--- config.mk ---
export PLATFORM = sky130hd
export DESIGN_NAME = escaped_frame_receiver_top
export DESIGN_NICKNAME = d
export VERILOG_FILES = /design/src/sv/efr_pkg.sv /design/src/sv/efr_cfg.sv /design/src/sv/efr_core.sv /design/src/sv/efr_out.sv /design/src/sv/escaped_frame_receiver_top.sv
export VERILOG_INCLUDE_DIRS = /design/src /design/src/sv
export SDC_FILE = /design/constraint.sdc
export NUM_CORES = 1
export LEC_CHECK = 0
export CORE_UTILIZATION = 35
export DETAILED_ROUTE_END_ITERATION = 7
export DONT_BUFFER_PORTS = 1
export GPL_TIMING_DRIVEN = 0
export PLACE_DENSITY_LB_ADDON = 0.2
export SKIP_LAST_GASP = 1
export SLEW_MARGIN = 20
export SYNTH_ARGS = -nofsm -noshare
export SYNTH_HDL_FRONTEND = slang
export SYNTH_SLANG_ARGS = --single-unit
--- constraint.sdc ---
create_clock -name clk -period 4.1 [get_ports clk]
set_input_delay 0.615 -clock clk [delete_from_list [all_inputs] [get_ports clk]]
set_output_delay 0.615 -clock clk [all_outputs]
set_load 0.1 [all_outputs]
--- src/sv/assert_macros.svh ---
// Assertion macros of the escaped frame receiver RTL, used by efr_core.
// Depends on nothing; the bodies are empty when SYNTHESIS is defined.
`ifndef ASSERT_MACROS_SVH
`define ASSERT_MACROS_SVH
`ifndef SYNTHESIS
`define EFR_ASSERT(label, clk, rst_n, prop) \
	label: assert property (@(posedge clk) disable iff (!rst_n) (prop)) \
		else $error("efr assertion failed");
`define EFR_ASSERT_NEXT(label, clk, rst_n, cond, prop) \
	label: assert property (@(posedge clk) disable iff (!rst_n) (cond) |=> (prop)) \
		else $error("efr assertion failed");
`else
`define EFR_ASSERT(label, clk, rst_n, prop)
`define EFR_ASSERT_NEXT(label, clk, rst_n, cond, prop)
`endif
`endif

--- src/sv/efr_pkg.sv ---
// Package of the escaped frame receiver: codes, constants and the result type.
// Used by every module of the block; depends on nothing.
`default_nettype none
package efr_pkg;
	localparam int TICK_W = 20;
	localparam int ADDR_W = 2;

	localparam logic [7:0] SYNC_BYTE = 8'hE0;
	localparam logic [7:0] ESC_BYTE = 8'hD0;
	localparam logic [TICK_W-1:0] TIMEOUT_RESET = 20'd200000;
	localparam logic [TICK_W-1:0] TICK_MAX = 20'hFFFFF;
	localparam logic [ADDR_W-1:0] REG_TIMEOUT = 2'd0;

	typedef enum logic {
		CMD_BYTE = 1'b0,
		CMD_TICK = 1'b1
	} cmd_t;

	typedef enum logic {
		KIND_STORED = 1'b0,
		KIND_ACCEPTED = 1'b1
	} kind_t;

	typedef struct packed {
		logic valid;
		kind_t kind;
		logic [7:0] byte_index;
		logic [7:0] byte_value;
		logic [7:0] frame_length;
	} result_t;
endpackage
`default_nettype wire

--- src/sv/efr_cfg.sv ---
// APB register file of the escaped frame receiver: holds timeout_ticks.
// Depends on efr_pkg.
`default_nettype none
module efr_cfg (
	input  wire logic clk,
	input  wire logic arst_n,
	input  wire logic psel,
	input  wire logic penable,
	input  wire logic pwrite,
	input  wire logic [efr_pkg::ADDR_W-1:0] paddr,
	input  wire logic [31:0] pwdata,
	output logic [31:0] prdata,
	output logic pready,
	output logic [efr_pkg::TICK_W-1:0] timeout_ticks
);
	logic [efr_pkg::TICK_W-1:0] timeout_q;

	assign pready = 1'b1;

	always_ff @(posedge clk or negedge arst_n) begin
		if (!arst_n) begin
			timeout_q <= efr_pkg::TIMEOUT_RESET;
		end else if (psel && penable && pwrite && paddr == efr_pkg::REG_TIMEOUT) begin
			timeout_q <= pwdata[efr_pkg::TICK_W-1:0];
		end
	end

	always_comb begin
		prdata = 32'd0;
		if (paddr == efr_pkg::REG_TIMEOUT) begin
			prdata = {{(32-efr_pkg::TICK_W){1'b0}}, timeout_q};
		end
	end

	assign timeout_ticks = timeout_q;
endmodule
`default_nettype wire

--- src/sv/efr_core.sv ---
// Deframing state and step logic of the escaped frame receiver.
// Depends on efr_pkg and assert_macros.svh.
`default_nettype none
`include "assert_macros.svh"
module efr_core (
	input  wire logic clk,
	input  wire logic arst_n,
	input  wire logic item_valid,
	input  wire logic advance,
	input  wire efr_pkg::cmd_t command,
	input  wire logic [7:0] rx_byte,
	input  wire logic [efr_pkg::TICK_W-1:0] timeout_ticks,
	output efr_pkg::result_t result
);
	logic active_q, active_n;
	logic esc_q, esc_n;
	logic [7:0] count_q, count_n;
	logic [7:0] sum_q, sum_n;
	logic [7:0] len_q, len_n;
	logic [efr_pkg::TICK_W-1:0] elapsed_q, elapsed_n;
	logic [8:0] value;

	always_comb begin
		active_n = active_q;
		esc_n = esc_q;
		count_n = count_q;
		sum_n = sum_q;
		len_n = len_q;
		elapsed_n = elapsed_q;
		result = '0;
		result.kind = efr_pkg::KIND_STORED;
		value = {1'b0, rx_byte} + {8'd0, esc_q};
		if (command == efr_pkg::CMD_TICK) begin
			if (active_q) begin
				if (elapsed_q != efr_pkg::TICK_MAX) begin
					elapsed_n = elapsed_q + {{(efr_pkg::TICK_W-1){1'b0}}, 1'b1};
				end
				if (elapsed_n > timeout_ticks) begin
					active_n = 1'b0;
				end
			end
		end else if (rx_byte == efr_pkg::SYNC_BYTE) begin
			active_n = 1'b1;
			esc_n = 1'b0;
			count_n = 8'd0;
			sum_n = 8'd0;
			elapsed_n = '0;
		end else if (active_q) begin
			if (rx_byte == efr_pkg::ESC_BYTE) begin
				esc_n = 1'b1;
			end else begin
				esc_n = 1'b0;
				if (count_q != 8'd0 && count_q == len_q) begin
					if (value == {1'b0, sum_q}) begin
						active_n = 1'b0;
						result.valid = item_valid;
						result.kind = efr_pkg::KIND_ACCEPTED;
						result.byte_index = count_q;
						result.byte_value = sum_q;
						result.frame_length = len_q;
					end
				end else begin
					if (count_q == 8'd0) begin
						len_n = value[7:0];
					end
					count_n = count_q + 8'd1;
					sum_n = sum_q + value[7:0];
					result.valid = item_valid;
					result.byte_index = count_q;
					result.byte_value = value[7:0];
					result.frame_length = len_n;
				end
			end
		end
	end

	always_ff @(posedge clk or negedge arst_n) begin
		if (!arst_n) begin
			active_q <= 1'b0;
			esc_q <= 1'b0;
			count_q <= 8'd0;
			sum_q <= 8'd0;
			len_q <= 8'd0;
			elapsed_q <= '0;
		end else if (advance) begin
			active_q <= active_n;
			esc_q <= esc_n;
			count_q <= count_n;
			sum_q <= sum_n;
			len_q <= len_n;
			elapsed_q <= elapsed_n;
		end
	end

	`EFR_ASSERT_NEXT(a_accept_closes, clk, arst_n, advance && result.valid && result.kind == efr_pkg::KIND_ACCEPTED, !active_q)
	`EFR_ASSERT_NEXT(a_sync_opens, clk, arst_n, advance && command == efr_pkg::CMD_BYTE && rx_byte == efr_pkg::SYNC_BYTE, active_q && !esc_q && count_q == 8'd0 && sum_q == 8'd0 && elapsed_q == '0)
	`EFR_ASSERT_NEXT(a_hold_when_idle, clk, arst_n, !advance, $stable({active_q, esc_q, count_q, sum_q, len_q, elapsed_q}))
	`EFR_ASSERT(a_result_needs_item, clk, arst_n, !result.valid || (item_valid && command == efr_pkg::CMD_BYTE))
endmodule
`default_nettype wire

--- src/sv/efr_out.sv ---
// Output register of the escaped frame receiver: holds one result for the master side.
// Depends on efr_pkg.
`default_nettype none
module efr_out (
	input  wire logic clk,
	input  wire logic arst_n,
	input  wire logic load,
	input  wire efr_pkg::result_t result,
	output logic free,
	output logic m_tvalid,
	input  wire logic m_tready,
	output logic [23:0] m_tdata,
	output logic [0:0] m_tuser
);
	logic valid_q;
	logic [23:0] data_q;
	logic kind_q;

	assign free = !valid_q || m_tready;

	always_ff @(posedge clk or negedge arst_n) begin
		if (!arst_n) begin
			valid_q <= 1'b0;
		end else if (load) begin
			valid_q <= 1'b1;
		end else if (m_tready) begin
			valid_q <= 1'b0;
		end
	end

	always_ff @(posedge clk) begin
		if (load) begin
			data_q <= {result.frame_length, result.byte_value, result.byte_index};
			kind_q <= result.kind;
		end
	end

	assign m_tvalid = valid_q;
	assign m_tdata = data_q;
	assign m_tuser = kind_q;
endmodule
`default_nettype wire

--- src/sv/escaped_frame_receiver_top.sv ---
// Escaped frame receiver: deframes a sync/escape byte stream and checks the frame sum.
// Ports: slave stream in (s_*), master stream out (m_*), APB register port.
// Inputs come as bytes (s_tuser = 0) or time ticks (s_tuser = 1). A byte 0xE0 opens a
// frame; 0xD0 escapes the next byte, which is then taken one larger. The first frame
// byte is the length. Each stored byte leaves as a result with m_tuser = 0 and its
// index; once length bytes are stored, a byte equal to the 8-bit sum leaves a result
// with m_tuser = 1 and closes the frame. Ticks age an open frame, and it is dropped
// once more than timeout_ticks (register 0, byte address 0) have passed.
// A word accepted is held in the input register, and its result is loaded into the
// output register when the item advances; that register drives m_tvalid. One item is
// taken every cycle unless a result waits for the output register; the frame state is
// updated in one step per item, which sets that rate.
// While m_tready is low and a result waits, the next item that gives no result still
// passes; an item that gives a result waits in the input register, and s_tready
// falls until the output register frees.
// Reset clears the frame state and the valid flags and sets timeout_ticks to 200000.
`default_nettype none
module escaped_frame_receiver_top (
	input  wire logic clk,
	input  wire logic arst_n,
	input  wire logic s_tvalid,
	output logic s_tready,
	input  wire logic [7:0] s_tdata,   // [7:0] rx_byte
	input  wire logic [0:0] s_tuser,   // [0] command
	output logic m_tvalid,
	input  wire logic m_tready,
	output logic [23:0] m_tdata,       // [7:0] byte_index, [15:8] byte_value, [23:16] frame_length
	output logic [0:0] m_tuser,        // [0] kind
	input  wire logic psel,
	input  wire logic penable,
	input  wire logic pwrite,
	input  wire logic [efr_pkg::ADDR_W-1:0] paddr,
	input  wire logic [31:0] pwdata,
	output logic [31:0] prdata,
	output logic pready
);
	logic valid_s1;
	efr_pkg::cmd_t cmd_s1;
	logic [7:0] byte_s1;
	logic advance;
	logic out_free;
	logic [efr_pkg::TICK_W-1:0] timeout_ticks;
	efr_pkg::result_t result;

	efr_cfg u_cfg (
		.clk(clk),
		.arst_n(arst_n),
		.psel(psel),
		.penable(penable),
		.pwrite(pwrite),
		.paddr(paddr),
		.pwdata(pwdata),
		.prdata(prdata),
		.pready(pready),
		.timeout_ticks(timeout_ticks)
	);

	assign advance = valid_s1 && (!result.valid || out_free);
	assign s_tready = !valid_s1 || advance;

	always_ff @(posedge clk or negedge arst_n) begin
		if (!arst_n) begin
			valid_s1 <= 1'b0;
		end else if (s_tready) begin
			valid_s1 <= s_tvalid;
		end
	end

	always_ff @(posedge clk) begin
		if (s_tready && s_tvalid) begin
			cmd_s1 <= efr_pkg::cmd_t'(s_tuser[0]);
			byte_s1 <= s_tdata;
		end
	end

	efr_core u_core (
		.clk(clk),
		.arst_n(arst_n),
		.item_valid(valid_s1),
		.advance(advance),
		.command(cmd_s1),
		.rx_byte(byte_s1),
		.timeout_ticks(timeout_ticks),
		.result(result)
	);

	efr_out u_out (
		.clk(clk),
		.arst_n(arst_n),
		.load(advance && result.valid),
		.result(result),
		.free(out_free),
		.m_tvalid(m_tvalid),
		.m_tready(m_tready),
		.m_tdata(m_tdata),
		.m_tuser(m_tuser)
	);
endmodule
`default_nettype wire

==> out/qor.txt <==
status: finished clean
ANT cells: 0
arrival time worst endpoint: 3340 ps
Die Width: 132 um
first-pass GRT wire length: 24.4 mm
FFs w/ async S/R, synth: 66.7%
placed insts: 882
area of the core: 16,600 um2
number of max-cap violations: 0
area leader, netlist: dfrtp_1
row count: 47
Final ANT Viol Nets: 0
DR pass1 iterations: 7
register area share after synthesis: 45.8%
Reg area: 2730 um2
Top Ports: 110
clock skew: 9.31 ps
unrepaired setup endpoints after global routing: true
Die ar.: 17,600 um2
Final Non-Filler Cells: 903
DRC Markers: 0
starting density of the core: 35.9%
final hold viol count: 0
Root Buffer: clkbuf_16
Netlist Area Pre-Place: 5960 um2
initial antenna violation count: 1
HPWL Detailed: 11.0 mm
fillcell total: 1,589
Placed Instance Area: 6720 um2
Syn. warnings: 0
largest net degree at the start of global routing: 63
clock buffer depth: 2
slew margin rel.: 32.5%
GRT Util Overall: 17.6%
Final Cell Area: 7170 um2
CP Max Fanout: 7
vias in the first global route: 4,774
Slew @ Worst Pin: 1000 ps
CP startpoint kind: flop
f_max: 253 MHz
share of post-route cells with drive strength above 1: 17.0%
# setup viols final: 0
WL/cell: 16.6 um
WS Path Type: flop to output port
top post-synthesis cells by area: dfrtp_1, edfxtp_1, ha_1
clk sink count: 102
Port Buffer Count: 0
H-tree Lvls: 3
P&R area growth vs syn: 20.3%
DR vias: 4,838
grt total ovfl: 0
Worst-Skew Late Latency: 360 ps
Tcrit/Tclk final: 96.4%
top_reg_cell synth: dfrtp_1
top cell type's share of synthesized area: 26.0%
Hold Crit Class: input pin to asynchronous set/reset pin
Slew Viols, Final: 0
CTS tree: done
Post-synth EDFFs: 34
minimum hold slack: 92.6 ps
fin crit period: 3950 ps
Leak: 3.00 nW
PwrDens: 529 nW/um2
Unique masters post-synth: 60
Max VDD drop: 0.000206 V
Routed WL: 15.0 mm
initial drt markers: 305
Final nets: 761
Final Wtd Congestion: 0.838
Syn Area/Cell: 9.46 um2
CP required: 3480 ps
area of the multi-input gates: 3140 um2
Worst Setup End Kind: output port
Final Util: 43.2%
CTS Buf Count: 9
Reg clk slew, reported paths: 80 ps
post-synthesis cell count: 630
via/cell ratio: 5.36
FF+latch count, synth: 102
Die H: 132 um
[repair_timing]
item | in CTS | in global routing
hold buffers | 1 | 0
endpoints found under the setup margin | 10 | 8
buffers inserted | 3 | 1
endpoints found under the hold margin | 62 | 0
gates resized for setup | 6 | 10
pin swaps | 2 | 1
[cells in the final DEF (no fill, tap or decap), types with 12 or more instances in the layout]
| cell type | count |
|---|---|
| a21oi_1 | 34 |
| a31oi_1 | 13 |
| buf_4 | 19 |
| buf_8 | 21 |
| clkbuf_1 | 22 |
| conb_1 | 13 |
| dfrtp_1 | 62 |
| edfxtp_1 | 34 |
| ha_1 | 30 |
| inv_1 | 35 |
| nand2_1 | 75 |
| nand3_1 | 23 |
| nor2_1 | 26 |
| nor3_1 | 12 |
| nor3_2 | 20 |
| o21ai_0 | 53 |
| xnor2_1 | 15 |
| xor2_1 | 13 |
[cell families after synthesis]
logic type                 synth area share [%]
buffers and inverters                      5.77
muxes                                      1.28
xor gates and xnor gates                   5.23
other                                     0.126
and+or+nand+nor                            19.0
adders and majority gates                  7.05
DFF                                        45.8
AOI/OAI and AO/OA                          15.8
[critical path: stages, from the launching register on]
cell and delay (ps):
dfrtp_1 380, ha_1 200, ha_2 230, nand2_1 100
nor2_4 180, xnor2_2 150, inv_1 60, ha_1 340
nor4_4 170, nand2_1 130, a31oi_4 230, a21oi_4 160
nor2_4 180, nand4b_1 200, buf_8 270
[Yosys cell counts (2+ instances only)]
master and n:
o21bai_1 5, nor2_1 29, and3_1 7, o21ai_0 53, nand3b_1 4, buf_2 5, nor4_1 9, xor2_1 16
ha_1 32, clkbuf_1 21, a22o_1 9, a21oi_1 34, xnor2_1 17, a211o_1 2, conb_1 2, dfstp_2 6
o211ai_1 2, inv_1 35, buf_4 14, nand3_1 24, mux2_2 5, nor2b_1 3, and2_1 11, nor3_1 32
a22oi_1 2, o31ai_1 9, mux2i_1 2, nand4b_1 2, nand4_1 10, a31oi_1 14, a21o_1 5, or3_1 4
nand2b_1 7, edfxtp_1 34, and4_1 3, o21a_1 2, dfrtp_1 62, nand2_1 75
[path summary, 6_finish.rpt]
check / depth (start not counted) / endpoint / slack (ps) / from
setup / recovery: 14 / s_tready / 150 / u_core.esc_q
hold / removal: 0 / u_cfg.timeout_ticks[17] / 90 / arst_n
setup reg to reg: 15 / u_core.elapsed_q[13] / 280 / u_core.esc_q
hold reg to reg: 2 / u_core.elapsed_q[1] / 550 / u_core.elapsed_q[1]
max in group asynchronous: 1 / u_core.elapsed_q[7] / 3680 / arst_n
min in group clk: 0 / byte_s1[0] / 350 / s_tdata[0]
[routing by layer]
layer / wire length (um) / vias to the layer above / global-route usage (%)
li1: - / 2336 / -
met1: 7000 / 2341 / 22.9
met2: 7030 / 145 / 28.9
met3: 811 / 14 / 4.64
met4: 164 / 2 / 4.47
met5: 10 / - / 0
[flip-flops by register name (all words and copies together) (netlist names), 8 cells and up]
register,count
u_cfg.timeout_ticks,20
u_core.elapsed_q,20
u_core.count_q,8
u_core.sum_q,8
u_core.len_q,8
u_out.m_tdata,24
byte_s1,8
[power breakdown]
part | switching (mW) | internal [mW] | total (mW)
clock network | 0.418 | 0.486 | 0.904
registers | 0.362 | 1.28 | 1.65
logic | 0.765 | 0.477 | 1.24
total | 1.55 | 2.25 | 3.79
[cell type report]
class / instances / share of cell area [%]
sequential: 102 / 38.1
clock inverter: 6 / 1.05
tap: 220 / 3.84
clock buffer: 10 / 3.19
inverter: 35 / 1.83
multi-input combinational: 463 / 43.8
timing repair buffer: 26 / 5.20
buffer: 41 / 3.02
[metrics by stage]
stage	setup slack, ps	power [mW]	TNS, ps
global route	-31.8	4.02	-31.8
floorplan	15.7	2.54	0
global placement	-614	2.74	-15120
detailed placement	-130	2.86	-368
finish	147	3.79	0
CTS	57.5	3.79	0
No activity file was read; power rests on OpenSTA's default activity.
